**config.mk**
```make
export PLATFORM = sky130hd
export DESIGN_NAME = bond_angle_triple_generator_flat
export DESIGN_NICKNAME = d
export VERILOG_FILES = /design/src/bat_pkg.sv /design/src/bat_if.sv /design/src/bat_front.sv /design/src/bat_queue.sv /design/src/bat_back.sv /design/src/bond_angle_triple_generator.sv /design/src/flat_wrapper.sv
export SDC_FILE = /design/constraint.sdc
export NUM_CORES = 1
export LEC_CHECK = 0
export BUFFER_PORTS_ARGS = -buffer_cell sky130_fd_sc_hd__buf_4
export CORE_ASPECT_RATIO = 1.75
export CORE_MARGIN = 2
export CORE_UTILIZATION = 65
export DETAILED_ROUTE_END_ITERATION = 12
export PLACE_DENSITY = 0.83
export RECOVER_POWER = 25
export SYNTH_ARGS = -nofsm -noshare
export SYNTH_HDL_FRONTEND = slang
export SYNTH_HIERARCHICAL = 1
export SYNTH_SLANG_ARGS = --single-unit
```
**constraint.sdc**
```tcl
create_clock -name i_clk -period 14.3 [get_ports i_clk]
set_input_delay 0.715 -clock i_clk [delete_from_list [all_inputs] [get_ports i_clk]]
set_output_delay 0.715 -clock i_clk [all_outputs]
set_load 0.1 [all_outputs]
```
**src/bat_pkg.sv**
```systemverilog
`default_nettype none

package bat_pkg;

    // Command codes on the item channel
    localparam logic CMD_SLOT    = 1'b0;
    localparam logic CMD_RESTART = 1'b1;

    // Configuration register indexes
    localparam logic CFG_REGULAR_LIMIT = 1'b0;
    localparam logic CFG_HIGH_LIMIT    = 1'b1;

    localparam int CFG_IDX_W  = 1;
    localparam int LIMIT_W    = 16;
    localparam int COUNT_W    = 17;
    localparam int CENTER_W   = 10;
    localparam int TYPE_W     = 10;

    // Types at or above this code are metals
    localparam logic [TYPE_W-1:0] METAL_TYPE = 10'd300;

    typedef struct packed {
        logic restart;
        logic high;
    } t_job_ctl;

endpackage

`default_nettype wire

```
**src/bat_if.sv**
```systemverilog
`default_nettype none

interface bat_in_if #(
    parameter int ATOM_BITS = 10
);
    logic                 valid;
    logic                 ready;
    logic                 cmd;
    logic [9:0]           center_atom;
    logic [9:0]           atom_type;
    logic [ATOM_BITS-1:0] neighbor;
    logic                 is_coordination;
    logic                 last_slot;

    modport source (
        output valid, cmd, center_atom, atom_type, neighbor, is_coordination, last_slot,
        input  ready
    );
    modport sink (
        input  valid, cmd, center_atom, atom_type, neighbor, is_coordination, last_slot,
        output ready
    );
endinterface

interface bat_out_if #(
    parameter int ATOM_BITS = 10
);
    logic                 valid;
    logic                 ready;
    logic                 is_high_coord;
    logic [15:0]          entry_index;
    logic [ATOM_BITS-1:0] first_end;
    logic [9:0]           vertex;
    logic [ATOM_BITS-1:0] second_end;
    logic [ATOM_BITS-1:0] third_neighbor;
    logic                 overflow;
    logic                 last_of_atom;

    modport source (
        output valid, is_high_coord, entry_index, first_end, vertex, second_end,
               third_neighbor, overflow, last_of_atom,
        input  ready
    );
    modport sink (
        input  valid, is_high_coord, entry_index, first_end, vertex, second_end,
               third_neighbor, overflow, last_of_atom,
        output ready
    );
endinterface

`default_nettype wire

```
**src/bat_front.sv**
```systemverilog
`default_nettype none

module bat_front
    import bat_pkg::*;
#(
    parameter int SLOTS     = 8,
    parameter int ATOM_BITS = 10,
    localparam int CNT_W    = $clog2(SLOTS + 1)
) (
    input  wire logic                       i_clk,
    input  wire logic                       i_rst_n,
    bat_in_if.sink                          i_item,
    input  wire logic                       i_q_full,
    output logic                            o_push,
    output t_job_ctl                        o_job_ctl,
    output logic [CNT_W-1:0]                o_job_m,
    output logic [CENTER_W-1:0]             o_job_center,
    output logic [SLOTS*ATOM_BITS-1:0]      o_job_sel
);

    logic [ATOM_BITS-1:0] r_pos  [SLOTS];   // slots by position
    logic [ATOM_BITS-1:0] r_real [SLOTS];   // real neighbors, compacted
    logic [ATOM_BITS-1:0] n_pos  [SLOTS];
    logic [ATOM_BITS-1:0] n_real [SLOTS];
    logic [CNT_W-1:0]     r_slot_cnt;
    logic [CNT_W-1:0]     r_real_cnt;
    logic                 r_any_coord;
    logic [CNT_W-1:0]     n_real_cnt;
    logic                 n_any_coord;

    logic accept;
    logic restart;
    logic store;
    logic cur_real;
    logic positional;

    assign i_item.ready = !i_q_full;
    assign accept       = i_item.valid && i_item.ready;
    assign restart      = (i_item.cmd == CMD_RESTART);

    // Slots past the capacity are dropped
    assign store    = (32'(r_slot_cnt) < SLOTS);
    assign cur_real = store && (i_item.neighbor != '0) && !i_item.is_coordination;

    assign n_real_cnt  = r_real_cnt + CNT_W'(cur_real);
    assign n_any_coord = r_any_coord || (store && i_item.is_coordination);

    always_comb begin
        for (int i = 0; i < SLOTS; i++) begin
            n_pos[i]  = (store && r_slot_cnt == CNT_W'(i)) ? i_item.neighbor : r_pos[i];
            n_real[i] = (cur_real && r_real_cnt == CNT_W'(i)) ? i_item.neighbor : r_real[i];
        end
    end

    // 3..5 real neighbors with no coordination slot: take slots by position
    assign positional = (32'(n_real_cnt) >= 3) && (32'(n_real_cnt) <= 5) && !n_any_coord;

    always_comb begin
        for (int i = 0; i < SLOTS; i++) begin
            o_job_sel[i*ATOM_BITS +: ATOM_BITS] = positional ? n_pos[i] : n_real[i];
        end
    end

    assign o_job_ctl.restart = restart;
    assign o_job_ctl.high    = (i_item.atom_type >= METAL_TYPE) || (32'(n_real_cnt) >= 5);
    assign o_job_m           = n_real_cnt;
    assign o_job_center      = i_item.center_atom;
    assign o_push            = accept && (restart ||
                               (i_item.last_slot && 32'(n_real_cnt) >= 2));

    always_ff @(posedge i_clk) begin
        if (!i_rst_n) begin
            r_slot_cnt  <= '0;
            r_real_cnt  <= '0;
            r_any_coord <= 1'b0;
        end else if (accept) begin
            if (restart || i_item.last_slot) begin
                r_slot_cnt  <= '0;
                r_real_cnt  <= '0;
                r_any_coord <= 1'b0;
            end else begin
                r_slot_cnt  <= r_slot_cnt + CNT_W'(store);
                r_real_cnt  <= n_real_cnt;
                r_any_coord <= n_any_coord;
            end
        end
    end

    always_ff @(posedge i_clk) begin
        if (accept) begin
            for (int i = 0; i < SLOTS; i++) begin
                r_pos[i]  <= n_pos[i];
                r_real[i] <= n_real[i];
            end
        end
    end

endmodule

`default_nettype wire

```
**src/bat_queue.sv**
```systemverilog
`default_nettype none

module bat_queue #(
    parameter int WIDTH   = 8,
    parameter int DEPTH   = 2,
    localparam int PTR_W  = $clog2(DEPTH),
    localparam int FILL_W = $clog2(DEPTH + 1)
) (
    input  wire logic             i_clk,
    input  wire logic             i_rst_n,
    input  wire logic             i_push,
    input  wire logic [WIDTH-1:0] i_data,
    input  wire logic             i_pop,
    output logic                  o_full,
    output logic                  o_valid,
    output logic [WIDTH-1:0]      o_data
);

    logic [WIDTH-1:0]  r_mem [DEPTH];
    logic [PTR_W-1:0]  r_wr;
    logic [PTR_W-1:0]  r_rd;
    logic [FILL_W-1:0] r_fill;
    logic              do_push;
    logic              do_pop;

    assign o_full  = (32'(r_fill) == DEPTH);
    assign o_valid = (r_fill != '0);
    assign o_data  = r_mem[r_rd];
    assign do_push = i_push && !o_full;
    assign do_pop  = i_pop && o_valid;

    always_ff @(posedge i_clk) begin
        if (!i_rst_n) begin
            r_wr   <= '0;
            r_rd   <= '0;
            r_fill <= '0;
        end else begin
            if (do_push) begin
                r_wr <= (32'(r_wr) == DEPTH - 1) ? '0 : r_wr + PTR_W'(1);
            end
            if (do_pop) begin
                r_rd <= (32'(r_rd) == DEPTH - 1) ? '0 : r_rd + PTR_W'(1);
            end
            r_fill <= r_fill + FILL_W'(do_push) - FILL_W'(do_pop);
        end
    end

    always_ff @(posedge i_clk) begin
        if (do_push) begin
            r_mem[r_wr] <= i_data;
        end
    end

endmodule

`default_nettype wire

```
**src/bat_back.sv**
```systemverilog
`default_nettype none

module bat_back
    import bat_pkg::*;
#(
    parameter int SLOTS     = 8,
    parameter int ATOM_BITS = 10,
    localparam int CNT_W    = $clog2(SLOTS + 1)
) (
    input  wire logic                        i_clk,
    input  wire logic                        i_rst_n,
    input  wire logic                        i_cfg_we,
    input  wire logic [CFG_IDX_W-1:0]        i_cfg_idx,
    input  wire logic [LIMIT_W-1:0]          i_cfg_data,
    input  wire logic                        i_job_valid,
    input  wire t_job_ctl                    i_job_ctl,
    input  wire logic [CNT_W-1:0]            i_job_m,
    input  wire logic [CENTER_W-1:0]         i_job_center,
    input  wire logic [SLOTS*ATOM_BITS-1:0]  i_job_sel,
    output logic                             o_pop,
    bat_out_if.source                        o_result
);

    logic [LIMIT_W-1:0]   r_regular_limit;
    logic [LIMIT_W-1:0]   r_high_limit;
    logic [COUNT_W-1:0]   r_regular_cnt;
    logic [COUNT_W-1:0]   r_high_cnt;
    logic                 r_halted;

    logic                 r_busy;
    logic [ATOM_BITS-1:0] r_list  [SLOTS];  // head is the first end
    logic [ATOM_BITS-1:0] r_qlist [SLOTS];  // head is the second end
    logic [CNT_W-1:0]     r_pm;             // entries left in r_list
    logic [CNT_W-1:0]     r_qn;             // entries left in r_qlist
    logic                 r_high;
    logic                 r_is3;
    logic [CENTER_W-1:0]  r_center;
    logic [ATOM_BITS-1:0] r_trio [3];
    logic [1:0]           r_pair;

    logic                 r_out_valid;
    logic                 r_o_high;
    logic [15:0]          r_o_idx;
    logic [ATOM_BITS-1:0] r_o_first;
    logic [CENTER_W-1:0]  r_o_vertex;
    logic [ATOM_BITS-1:0] r_o_second;
    logic [ATOM_BITS-1:0] r_o_third;
    logic                 r_o_ovf;
    logic                 r_o_last;

    logic [ATOM_BITS-1:0] job_sel   [SLOTS];
    logic [ATOM_BITS-1:0] job_sh1   [SLOTS];
    logic [ATOM_BITS-1:0] list_sh1  [SLOTS];
    logic [ATOM_BITS-1:0] list_sh2  [SLOTS];
    logic [ATOM_BITS-1:0] qlist_sh1 [SLOTS];
    logic [ATOM_BITS-1:0] trio_in   [3];

    logic                 step;
    logic [COUNT_W-1:0]   idx;
    logic [COUNT_W-1:0]   cnt_inc;
    logic                 ovf;
    logic                 pair_done;
    logic                 atom_done;
    logic [ATOM_BITS-1:0] third;

    // Fixed-position shifted views of the lists
    for (genvar i = 0; i < SLOTS; i++) begin : g_shift
        assign job_sel[i] = i_job_sel[i*ATOM_BITS +: ATOM_BITS];
        if (i + 1 < SLOTS) begin : g_s1
            assign job_sh1[i]   = i_job_sel[(i+1)*ATOM_BITS +: ATOM_BITS];
            assign list_sh1[i]  = r_list[i+1];
            assign qlist_sh1[i] = r_qlist[i+1];
        end else begin : g_s1z
            assign job_sh1[i]   = '0;
            assign list_sh1[i]  = '0;
            assign qlist_sh1[i] = '0;
        end
        if (i + 2 < SLOTS) begin : g_s2
            assign list_sh2[i] = r_list[i+2];
        end else begin : g_s2z
            assign list_sh2[i] = '0;
        end
    end

    for (genvar j = 0; j < 3; j++) begin : g_trio
        if (j < SLOTS) begin : g_t
            assign trio_in[j] = i_job_sel[j*ATOM_BITS +: ATOM_BITS];
        end else begin : g_tz
            assign trio_in[j] = '0;
        end
    end

    assign o_pop = !r_busy && i_job_valid;
    assign step  = r_busy && (!r_out_valid || o_result.ready);

    assign idx     = r_high ? r_high_cnt : r_regular_cnt;
    assign cnt_inc = idx + COUNT_W'(1);
    assign ovf     = cnt_inc > {1'b0, (r_high ? r_high_limit : r_regular_limit)};

    assign pair_done = (r_qn == CNT_W'(1));
    assign atom_done = ovf || (pair_done && r_pm == CNT_W'(2));

    // Three-neighbor regular angle: pairs (0,1), (0,2), (1,2) leave 2, 1, 0
    always_comb begin
        case (r_pair)
            2'd0:    third = r_trio[2];
            2'd1:    third = r_trio[1];
            default: third = r_trio[0];
        endcase
        if (!r_is3) begin
            third = '0;
        end
    end

    always_ff @(posedge i_clk) begin
        if (!i_rst_n) begin
            r_regular_limit <= '1;
            r_high_limit    <= '1;
        end else if (i_cfg_we) begin
            case (i_cfg_idx)
                CFG_REGULAR_LIMIT: r_regular_limit <= i_cfg_data;
                CFG_HIGH_LIMIT:    r_high_limit    <= i_cfg_data;
                default:           ;
            endcase
        end
    end

    always_ff @(posedge i_clk) begin
        if (!i_rst_n) begin
            r_busy        <= 1'b0;
            r_halted      <= 1'b0;
            r_regular_cnt <= '0;
            r_high_cnt    <= '0;
            r_out_valid   <= 1'b0;
        end else begin
            if (o_pop) begin
                if (i_job_ctl.restart) begin
                    r_regular_cnt <= '0;
                    r_high_cnt    <= '0;
                    r_halted      <= 1'b0;
                end else if (!r_halted) begin
                    r_busy <= 1'b1;
                end
            end
            if (step) begin
                if (r_high) begin
                    r_high_cnt <= cnt_inc;
                end else begin
                    r_regular_cnt <= cnt_inc;
                end
                if (ovf) begin
                    r_halted <= 1'b1;
                end
                if (atom_done) begin
                    r_busy <= 1'b0;
                end
                r_out_valid <= 1'b1;
            end else if (o_result.ready) begin
                r_out_valid <= 1'b0;
            end
        end
    end

    always_ff @(posedge i_clk) begin
        if (o_pop) begin
            for (int i = 0; i < SLOTS; i++) begin
                r_list[i]  <= job_sel[i];
                r_qlist[i] <= job_sh1[i];
            end
            r_pm     <= i_job_m;
            r_qn     <= i_job_m - CNT_W'(1);
            r_high   <= i_job_ctl.high;
            r_is3    <= !i_job_ctl.high && (32'(i_job_m) == 3);
            r_center <= i_job_center;
            r_pair   <= '0;
            for (int j = 0; j < 3; j++) begin
                r_trio[j] <= trio_in[j];
            end
        end else if (step) begin
            r_pair <= r_pair + 2'd1;
            if (pair_done) begin
                for (int i = 0; i < SLOTS; i++) begin
                    r_list[i]  <= list_sh1[i];
                    r_qlist[i] <= list_sh2[i];
                end
                r_pm <= r_pm - CNT_W'(1);
                r_qn <= r_pm - CNT_W'(2);
            end else begin
                for (int i = 0; i < SLOTS; i++) begin
                    r_qlist[i] <= qlist_sh1[i];
                end
                r_qn <= r_qn - CNT_W'(1);
            end
        end
    end

    always_ff @(posedge i_clk) begin
        if (step) begin
            r_o_high   <= r_high;
            r_o_idx    <= idx[15:0];
            r_o_first  <= r_list[0];
            r_o_vertex <= r_center;
            r_o_second <= r_qlist[0];
            r_o_third  <= third;
            r_o_ovf    <= ovf;
            r_o_last   <= atom_done;
        end
    end

    assign o_result.valid          = r_out_valid;
    assign o_result.is_high_coord  = r_o_high;
    assign o_result.entry_index    = r_o_idx;
    assign o_result.first_end      = r_o_first;
    assign o_result.vertex         = r_o_vertex;
    assign o_result.second_end     = r_o_second;
    assign o_result.third_neighbor = r_o_third;
    assign o_result.overflow       = r_o_ovf;
    assign o_result.last_of_atom   = r_o_last;

endmodule

`default_nettype wire

```
**src/bond_angle_triple_generator.sv**
```systemverilog
// Bond angle triple generator.
// Item channel (i_item, valid/ready): one bond slot per item (cmd = slot), or a
// restart (cmd = restart) that clears the slot buffer, both entry counts and the
// halt flag. The slot flagged last_slot closes the atom and releases its angles.
// Result channel (o_result, valid/ready): one angle entry per item, in pair order,
// last_of_atom marking the final one of an atom (or the overflowing one).
// Config port: i_cfg_we/i_cfg_idx/i_cfg_data set regular_limit (0) and
// high_limit (1); write only while the block is idle.
// After the last slot the job sits in a two-entry queue; the back end loads it
// from the queue head, then emits one entry per cycle while the receiver is
// ready. An atom with m selected neighbors yields m*(m-1)/2 entries (up to 28
// with 8 slots); the back end takes the next job only after its last entry.
// The front keeps taking slots of following atoms while the back end works,
// until the queue holds two pending jobs.
// Receiver stall: the output register holds the entry; the back end stops and
// the queue fills, after which i_item.ready drops.
// Reset: counts zero, limits 65535, queue and output empty, not halted.
// After an overflow, atoms are dropped until a restart item passes the queue.
`default_nettype none

module bond_angle_triple_generator
    import bat_pkg::*;
#(
    parameter int SLOTS     = 8,
    parameter int ATOM_BITS = 10
) (
    input  wire logic                 i_clk,
    input  wire logic                 i_rst_n,
    bat_in_if.sink                    i_item,
    bat_out_if.source                 o_result,
    input  wire logic                 i_cfg_we,
    input  wire logic [CFG_IDX_W-1:0] i_cfg_idx,
    input  wire logic [LIMIT_W-1:0]   i_cfg_data
);

    localparam int CNT_W   = $clog2(SLOTS + 1);
    localparam int SEL_W   = SLOTS * ATOM_BITS;
    localparam int JOB_W   = $bits(t_job_ctl) + CNT_W + CENTER_W + SEL_W;
    localparam int Q_DEPTH = 2;

    // Front-end job
    logic                 push;
    t_job_ctl             f_ctl;
    logic [CNT_W-1:0]     f_m;
    logic [CENTER_W-1:0]  f_center;
    logic [SEL_W-1:0]     f_sel;

    // Queue head
    logic                 q_full;
    logic                 q_valid;
    logic                 pop;
    logic [JOB_W-1:0]     q_data;
    t_job_ctl             b_ctl;
    logic [CNT_W-1:0]     b_m;
    logic [CENTER_W-1:0]  b_center;
    logic [SEL_W-1:0]     b_sel;

    bat_front #(
        .SLOTS     (SLOTS),
        .ATOM_BITS (ATOM_BITS)
    ) u_front (
        .i_clk        (i_clk),
        .i_rst_n      (i_rst_n),
        .i_item       (i_item),
        .i_q_full     (q_full),
        .o_push       (push),
        .o_job_ctl    (f_ctl),
        .o_job_m      (f_m),
        .o_job_center (f_center),
        .o_job_sel    (f_sel)
    );

    bat_queue #(
        .WIDTH (JOB_W),
        .DEPTH (Q_DEPTH)
    ) u_queue (
        .i_clk   (i_clk),
        .i_rst_n (i_rst_n),
        .i_push  (push),
        .i_data  ({f_ctl, f_m, f_center, f_sel}),
        .i_pop   (pop),
        .o_full  (q_full),
        .o_valid (q_valid),
        .o_data  (q_data)
    );

    assign {b_ctl, b_m, b_center, b_sel} = q_data;

    bat_back #(
        .SLOTS     (SLOTS),
        .ATOM_BITS (ATOM_BITS)
    ) u_back (
        .i_clk        (i_clk),
        .i_rst_n      (i_rst_n),
        .i_cfg_we     (i_cfg_we),
        .i_cfg_idx    (i_cfg_idx),
        .i_cfg_data   (i_cfg_data),
        .i_job_valid  (q_valid),
        .i_job_ctl    (b_ctl),
        .i_job_m      (b_m),
        .i_job_center (b_center),
        .i_job_sel    (b_sel),
        .o_pop        (pop),
        .o_result     (o_result)
    );

endmodule

`default_nettype wire
```
**src/flat_wrapper.sv**
```systemverilog
// flat-port wrapper written by rule: the top's interface ports become plain ports
module bond_angle_triple_generator_flat import bat_pkg::*;
#(
    parameter int SLOTS     = 8,
    parameter int ATOM_BITS = 10
)
  (i_clk, i_rst_n, i_cfg_we, i_cfg_idx, i_cfg_data, i_item_valid, i_item_cmd, i_item_center_atom, i_item_atom_type, i_item_neighbor, i_item_is_coordination, i_item_last_slot, i_item_ready, o_result_valid, o_result_is_high_coord, o_result_entry_index, o_result_first_end, o_result_vertex, o_result_second_end, o_result_third_neighbor, o_result_overflow, o_result_last_of_atom, o_result_ready);
  bat_in_if #(.ATOM_BITS(ATOM_BITS)) i_item_i ();
  bat_out_if #(.ATOM_BITS(ATOM_BITS)) o_result_i ();
  input  wire logic i_clk;
  input  wire logic i_rst_n;
  input  wire logic i_cfg_we;
  input  wire logic [CFG_IDX_W-1:0] i_cfg_idx;
  input  wire logic [LIMIT_W-1:0] i_cfg_data;
  input wire logic [$bits(i_item_i.valid)-1:0] i_item_valid;
  input wire logic [$bits(i_item_i.cmd)-1:0] i_item_cmd;
  input wire logic [$bits(i_item_i.center_atom)-1:0] i_item_center_atom;
  input wire logic [$bits(i_item_i.atom_type)-1:0] i_item_atom_type;
  input wire logic [$bits(i_item_i.neighbor)-1:0] i_item_neighbor;
  input wire logic [$bits(i_item_i.is_coordination)-1:0] i_item_is_coordination;
  input wire logic [$bits(i_item_i.last_slot)-1:0] i_item_last_slot;
  output wire logic [$bits(i_item_i.ready)-1:0] i_item_ready;
  output wire logic [$bits(o_result_i.valid)-1:0] o_result_valid;
  output wire logic [$bits(o_result_i.is_high_coord)-1:0] o_result_is_high_coord;
  output wire logic [$bits(o_result_i.entry_index)-1:0] o_result_entry_index;
  output wire logic [$bits(o_result_i.first_end)-1:0] o_result_first_end;
  output wire logic [$bits(o_result_i.vertex)-1:0] o_result_vertex;
  output wire logic [$bits(o_result_i.second_end)-1:0] o_result_second_end;
  output wire logic [$bits(o_result_i.third_neighbor)-1:0] o_result_third_neighbor;
  output wire logic [$bits(o_result_i.overflow)-1:0] o_result_overflow;
  output wire logic [$bits(o_result_i.last_of_atom)-1:0] o_result_last_of_atom;
  input wire logic [$bits(o_result_i.ready)-1:0] o_result_ready;
  assign i_item_i.valid = i_item_valid;
  assign i_item_i.cmd = i_item_cmd;
  assign i_item_i.center_atom = i_item_center_atom;
  assign i_item_i.atom_type = i_item_atom_type;
  assign i_item_i.neighbor = i_item_neighbor;
  assign i_item_i.is_coordination = i_item_is_coordination;
  assign i_item_i.last_slot = i_item_last_slot;
  assign i_item_ready = i_item_i.ready;
  assign o_result_valid = o_result_i.valid;
  assign o_result_is_high_coord = o_result_i.is_high_coord;
  assign o_result_entry_index = o_result_i.entry_index;
  assign o_result_first_end = o_result_i.first_end;
  assign o_result_vertex = o_result_i.vertex;
  assign o_result_second_end = o_result_i.second_end;
  assign o_result_third_neighbor = o_result_i.third_neighbor;
  assign o_result_overflow = o_result_i.overflow;
  assign o_result_last_of_atom = o_result_i.last_of_atom;
  assign o_result_i.ready = o_result_ready;
  bond_angle_triple_generator #(.SLOTS(SLOTS), .ATOM_BITS(ATOM_BITS)) u_core (.i_clk(i_clk), .i_rst_n(i_rst_n), .i_item(i_item_i), .o_result(o_result_i), .i_cfg_we(i_cfg_we), .i_cfg_idx(i_cfg_idx), .i_cfg_data(i_cfg_data));
endmodule
```
## After elaboration in Yosys (flattened, before gate mapping)

Memory sizes are Yosys's and may differ from the RTL's. A register that Yosys moved wholly into a read port is not among the register bits.
Cells that the tools add are included.

| word-level totals | value |
|---|---|
| flip-flop bits (word level) | 143 |
| RAM bits | 542 |
| logic and storage cells | 244 |
| memories | 6 |

Memory list:

| memory | words | bits a word | rd ports | clocked after memory_dff | write ports | line | RTL |
|---|---|---|---|---|---|---|---|
| u_core.u_queue.r_mem | 2 | 96 | 1 | 1 | 1 | bat_queue.sv:19 | `logic [WIDTH-1:0] r_mem [DEPTH];` |
| u_core.u_back.r_list | 8 | 10 | 8 | 1 | 8 | bat_back.sv:31 | `logic [ATOM_BITS-1:0] r_list [SLOTS];` |
| u_core.u_back.r_qlist | 8 | 10 | 8 | 1 | 8 | bat_back.sv:32 | `logic [ATOM_BITS-1:0] r_qlist [SLOTS];` |
| u_core.u_front.r_pos | 8 | 10 | 8 | 0 | 8 | bat_front.sv:21 | `logic [ATOM_BITS-1:0] r_pos [SLOTS];` |
| u_core.u_front.r_real | 8 | 10 | 8 | 0 | 8 | bat_front.sv:22 | `logic [ATOM_BITS-1:0] r_real [SLOTS];` |
| u_core.u_back.r_trio | 3 | 10 | 3 | 0 | 3 | bat_back.sv:38 | `logic [ATOM_BITS-1:0] r_trio [3];` |

| cells by class | value |
|---|---|
| add/sub/neg operators | 12 |
| order comparisons | 7 |
| eq/ne operators | 19 |
| muxes and demuxes | 97 |
| bitwise logic cells | 25 |
| reductions and logical operators | 53 |

Operators by type and width:

| kind | count |
|---|---|
| $mux W10 | 48 |
| $mux W17 | 9 |
| $eq A4 B3 Y1 const B | 8 |
| $mux W4 | 8 |
| $logic_and A1 B1 Y1 | 30 |
| $mux W1 | 30 |
| $eq A4 B2 Y1 const B | 6 |
| $or A1 B1 Y1 | 24 |
| $pmux W10 S2 | 1 |
| $add A17 B1 Y17 const B | 1 |
| $gt A17 B16 Y1 | 1 |
| $mux W16 | 1 |
| $eq A4 B1 Y1 const B | 3 |
| $sub A4 B1 Y4 const B | 3 |
| $ge A10 B9 Y1 const B | 1 |
| $reduce_bool A10 Y1 | 1 |
| $add A4 B1 Y4 | 2 |
| $ge A4 B2 Y1 const B | 2 |
| $logic_not A4 Y1 | 2 |
| $reduce_bool A2 Y1 | 4 |
| $logic_not A1 Y1 | 6 |
| $logic_or A1 B1 Y1 | 6 |
| $reduce_and A2 Y1 | 3 |
| $ge A4 B3 Y1 const B | 1 |
| 11 further kinds | 12 |

## Logic depth before layout (Yosys ltp)

| logic depth | value |
|---|---|
| depth after elaboration | 11 |
| gate-level depth with buffers | 17 |
| mapped depth without buffers | 15 |

## Modules after synthesis

Netlist, hierarchy kept.

Modules (own cells, without submodules):

| module | times used | cells each | area each (um^2) |
|---|---|---|---|
| bat_back | 1 | 1125 | 14286.2 |
| bat_front | 1 | 760 | 9380.2 |
| bat_queue | 1 | 326 | 7364.6 |

## Least setup slack after synthesis

OpenSTA, ideal clock, no wires.

| timing | value |
|---|---|
| path type | input to register |
| start | in i_item_neighbor[3] |
| end | mem u_core/u_queue/r_mem[0][0] in the netlist's numbering, enable pin |
| arrival time | 6.612 ns |
| required time | 13.749 ns |
| path slack | 7.137 ns |
| stages | 12 |
| cells stage by stage | nor4_1 > and3_1 > buf_2 > clkbuf_1 > nor3_1 > ha_1 > ha_1 > xor2_2 > o31ai_1 > a21oi_1 > nand2_1 > nor2_1 |

| on the way | value |
|---|---|
| word-level cells in the longest chain between the ends | 11 |

RTL lines:

| item | line | RTL |
|---|---|---|
| start: declaration | flat_wrapper.sv:19 | `input wire logic [$bits(i_item_i.neighbor)-1:0] i_item_neighbor;` |
| $reduce_bool A10 Y1 | bat_front.sv:43 | `assign cur_real = store && (i_item.neighbor != '0) && !i_item.is_coordination;` |
| $logic_and A1 B1 Y1 (2 in a row) | bat_front.sv:43 |  |
| $add A4 B1 Y4 | bat_front.sv:45 | `assign n_real_cnt = r_real_cnt + CNT_W'(cur_real);` |
| via u_core.f_m[2] | bond_angle_triple_generator.sv:44 | `logic [CNT_W-1:0] f_m;` |
| $ge A4 B2 Y1 | bat_front.sv:69 | `(i_item.last_slot && 32'(n_real_cnt) >= 2));` |
| $logic_and A1 B1 Y1 | bat_front.sv:69 |  |
| $logic_or A1 B1 Y1 | bat_front.sv:68 | `assign o_push = accept && (restart \|\|` |
| $logic_and A1 B1 Y1 | bat_front.sv:68 |  |
| via u_core.push | bond_angle_triple_generator.sv:42 | `logic push;` |
| $logic_and A1 B1 Y1 | bat_queue.sv:29 | `assign do_push = i_push && !o_full;` |
| $mux W1 | bat_queue.sv:49 | `if (do_push) begin` |
| $mux W1 (not written as such) | bat_queue.sv:50 | `r_mem[r_wr] <= i_data;` |
| end: declaration | bat_queue.sv:19 |  |

The timed path passes the listed nets, and every way through them passes these cells.

## Worst setup path after layout

| timing | value |
|---|---|
| start | reg u_core.u_back.r_high |
| end | reg u_core.u_back.r_o_last, in the netlist u_core/u_back/o_result.last_of_atom (data pin) |

| on the way | value |
|---|---|
| word-level cells in the longest chain between the ends | 4 |

RTL lines:

| item | line | RTL |
|---|---|---|
| start: declaration | bat_back.sv:35 | `logic r_high;` |
| start signal: assignment | bat_back.sv:172 | `r_high <= i_job_ctl.high;` |
| $mux W17 | bat_back.sv:96 | `assign idx = r_high ? r_high_cnt : r_regular_cnt;` |
| $add A17 B1 Y17 | bat_back.sv:97 | `assign cnt_inc = idx + COUNT_W'(1);` |
| $gt A17 B16 Y1 (*) | bat_back.sv:98 | `assign ovf = cnt_inc > {1'b0, (r_high ? r_high_limit : r_regular_limit)};` |
| $logic_or A1 B1 Y1 (*) | bat_back.sv:101 | `assign atom_done = ovf \|\| (pair_done && r_pm == CNT_W'(2));` |
| via u_core.u_back.atom_done | bat_back.sv:63 | `logic atom_done;` |
| end signal: assignment | bat_back.sv:206 | `r_o_last <= atom_done;` |
| end: declaration | bat_back.sv:49 | `logic r_o_last;` |

The timed path passes the listed nets; every way through them passes the cells marked *.
A chain may end at the register's enable or synchronous reset.

==> summary.md <==
| Metric | Value |
|---|---|
| Fin crit period | `6.346 ns` |
| Final Hold Viols | `0` |
| Reg-to-reg slack, setup | `7.95 ns` |
| Synthesized area per cell | `14.03 um^2` |
| Core area | `47,480 um^2` |
| Seq pwr share | `48.9%` |
| CP arrival | `6.68 ns` |
| DIE HEIGHT | `293.0 um` |
| Cell internal pwr | `4.427 mW` |
| Crit path capture type | `register` |
| Pin count of the biggest net entering global routing | `87` |
| Final WS setup | `7.954 ns` |
| Root Driver | `clkbuf_16` |
| Period utilisation layout | `44.37%` |
| Setup TNS | `0 ns` |
| Initial core utilization | `65.36%` |
| Synth Warn # | `6` |
| Leak pwr | `12.19 nW` |
| Yosys top cell area share | `59.13%` |
| Site row count | `106` |
| H-tree levels | `2` |
| CP Launch Type | `register` |
| Yosys top cell by area | `edfxtp_1` |
| Netlist cell types | `64` |
| Vias in the first global route | `19,795` |
| Port Buffers | `113` |
| Design Area, Final | `33,690 um^2` |
| Layout cells sized above 1 | `17.87%` |
| CTS Sinks | `696` |
| Antenna-violating nets left | `0` |
| Worst EP required | `14.64 ns` |
| Worst skew pair latency | `0.60 ns` |
| Area contributors post-synth | `edfxtp_1, mux2_2, dfxtp_1` |
| CTS Buf Count | `59` |
| RSZ-0062 raised after global routing | `no` |
| Drt drc | `0` |
| Sw Ratio | `32.67%` |
| DR pass1 iterations | `5` |
| Outcome | `finished, violations left` |
| Combinational share of power | `26.7%` |
| DR vias/cell | `6.503` |
| Pre-CTS setup slack | `9.017 ns` |
| Hold Startpoint | `i_item_center_atom[9]` |
| First-pass GRT wire length | `109.7 mm` |
| DR vias | `18,931` |
| Global route overflow | `0` |
| Worst-Margin Slew | `4.045 ns` |
| Layout net count | `2,355` |
| HP Class | `in -> reg` |
| Die width | `169.2 um` |
| Initial antenna violation count | `0` |
| DR WL/cell | `24.77 um` |
| Post-synth EDFFs | `611` |
| P_sw | `2.148 mW` |
| Commonest cells in the netlist | `edfxtp_1, mux2_2, nand2_1, nand3_1, o21ai_0` |
| CTS Hold Bufs | `0` |
| Antenna fix cells | `0` |
| Fin. max-slew vios | `434` |
| Routed wl met3 | `3.752 mm` |
| Max clock buf depth | `3` |
| Uppermost layer routed | `met4` |
| Peak supply drop | `135.2 uV` |
| Gp weighted congestion | `0.8677` |
| Seq/Total Area, Yosys | `64.61%` |
| Synth Flop Type | `edfxtp_1` |
| Hold WS | `0.3228 ns` |
| Iteration-0 DRC Markers | `1,717` |
| Die area | `49,570 um^2` |
| Final Skew | `0.01337 ns` |
| Part of the power in the clock network | `24.4%` |
| Hold Path Stages | `1` |
| Failing checks | `max-capacitance violations, max-slew violations` |
| Register bit total from synthesis | `696` |
| Worst setup path class | `reg -> reg` |
| Routed length on met2 | `38.78 mm` |
| Relative slew slack | `-169.6%` |
| Final setup viols | `0` |
| Async SR Flop Fraction | `0%` |
| RR Endpoint | `u_core/u_back/o_result.last_of_atom$_DFFE_PP_` |
| Area delta synth->final | `8.576%` |
| CTS tree | `built` |
| Synth Instances | `2,211` |
| CP Max Fanout | `50` |
| Max_cap viols | `9` |
| FF-to-FF path depth | `11` |
| Synthesized net count | `2,299` |
| Wl on met1 | `25.05 mm` |
| Post-placement cell area | `32,160 um^2` |
| Fmax | `0.1576 GHz` |
| I/O Pins | `116` |
| GRT Util Overall | `28.97%` |
| Postcts setup bufs | `0` |
| PwrDens | `195.2 nW/um^2` |
| CTS resizes | `0` |
| Hpwl dp | `45.04 mm` |
| Syn Std Cell Area | `31,030 um^2` |
| Most frequent cell after synthesis | `edfxtp_1` |
| Hold endpoint | `u_core/u_queue/r_mem[0][89]$_DFFE_PP_` |
| Clock transition at path regs | `0.06 ns` |
| Final Routed Wirelength | `72.11 mm` |
| Worst reg2reg startpoint | `u_core/u_back/r_high$_DFFE_PP_` |
-- power groups by stage --
stage	sequential (mW)	combinational (mW)	clock, mW
CTS	3.20	1.81	1.62
detailed placement	3.24	1.79	0
global placement	3.20	1.72	0
floorplan	3.50	1.03	0
finish	3.21	1.76	1.61
global route	3.26	1.88	1.70
-- cells in the final DEF (no fill, tap or decap), drive strengths merged, types with 30 or more instances in the layout --
cell    synthesis  routed
edfxtp        611     611
nand3         114     114
nand2         237     237
o21ai         102     102
ha             33      33
a211o          51      51
clkbuf         86     164
mux2          316     316
inv            30      30
mux2i          77      77
buf            65      64
a21boi         83      83
dfxtp          85      85
and3           57      57
-- critical path, stage by stage (launching register included) --
cell       delay (ns)
edfxtp_1         0.32
clkbuf_1         2.26
mux2i_1          0.63
a211oi_2         0.64
and2_1           0.36
and3_1           0.29
xnor2_1          0.20
ha_1             0.31
a2111oi_0        0.43
o2111ai_1        0.19
a21boi_2         0.29
nand2_1          0.08
-- sequential cells by signal, summed over array words and instances (netlist names), 17 cells and up, named ones only --
register and flops:
u_core/u_front/r_real 80, u_core/u_front/r_pos 80, u_core/u_back/r_high_cnt 17, u_core/u_back/r_qlist 70, u_core/u_queue/r_mem 192, u_core/u_back/r_trio 30
u_core/u_back/r_list 80, u_core/u_back/r_regular_cnt 17
-- final cells by class --
| class | count | area (um^2) |
|---|---|---|
| well taps | 594 | 743.2 |
| flip-flops and latches | 696 | 20050 |
| clock inverters | 29 | 264.0 |
| multi-input cells | 1332 | 10030 |
| clock buffers | 82 | 1665 |
| fillers | 3045 | 13790 |
| inverters | 32 | 121.4 |
| repair buffers | 146 | 822.0 |
-- per-stage QoR --
stage,power (mW),instances,util [%]
after floorplan,4.524,2211,-
after global placement,4.927,2800,67.74
after detailed placement,5.037,2800,67.74
after CTS,6.635,2911,71.80
after global routing,6.829,2911,70.96
final,6.575,2911,70.96
-- metal layers --
layer | vias up | track usage, %
met4 | 0 | 17.80
met5 | - | 0
met3 | 215 | 3.031
met2 | 801 | 53.66
met1 | 9475 | 31.49
li1 | 8440 | -
-- cell families (layout without fill, tap and decap cells) --
logic type | after synthesis | count (layout) | synth area share (%)
XOR/XNOR | 22 | 22 | 0.6694
buffers and inverters | 183 | 289 | 2.911
flip-flops | 696 | 696 | 64.61
multiplexers | 393 | 393 | 14.43
AND/OR/NAND/NOR | 564 | 564 | 9.064
adder cells (fa/ha/maj) | 33 | 33 | 1.331
AO/OA/AOI/OAI | 320 | 320 | 6.980
-- worst max path at each step --
stage | from | cells after the start | to | slack [ns]
after floorplan | i_item_neighbor[3] | 12 | u_core/u_queue/r_mem[0][0]$_DFFE_PP_ | 7.14
final | u_core/u_back/r_high$_DFFE_PP_ | 11 | u_core/u_back/o_result.last_of_atom$_DFFE_PP_ | 7.95
after global routing | u_core/u_queue/r_fill[1]$_SDFF_PN0_ | 5 | u_core/u_front/r_real[1][6]$_DFFE_PP_ | 7.65
after global placement | i_item_neighbor[5] | 14 | u_core/u_queue/r_mem[0][80]$_DFFE_PP_ | 9.17
after CTS | i_item_neighbor[5] | 14 | u_core/u_queue/r_mem[0][82]$_DFFE_PP_ | 9.63
after detailed placement | i_item_neighbor[5] | 14 | u_core/u_queue/r_mem[0][81]$_DFFE_PP_ | 9.02
No activity file was read; power rests on OpenSTA's default activity.
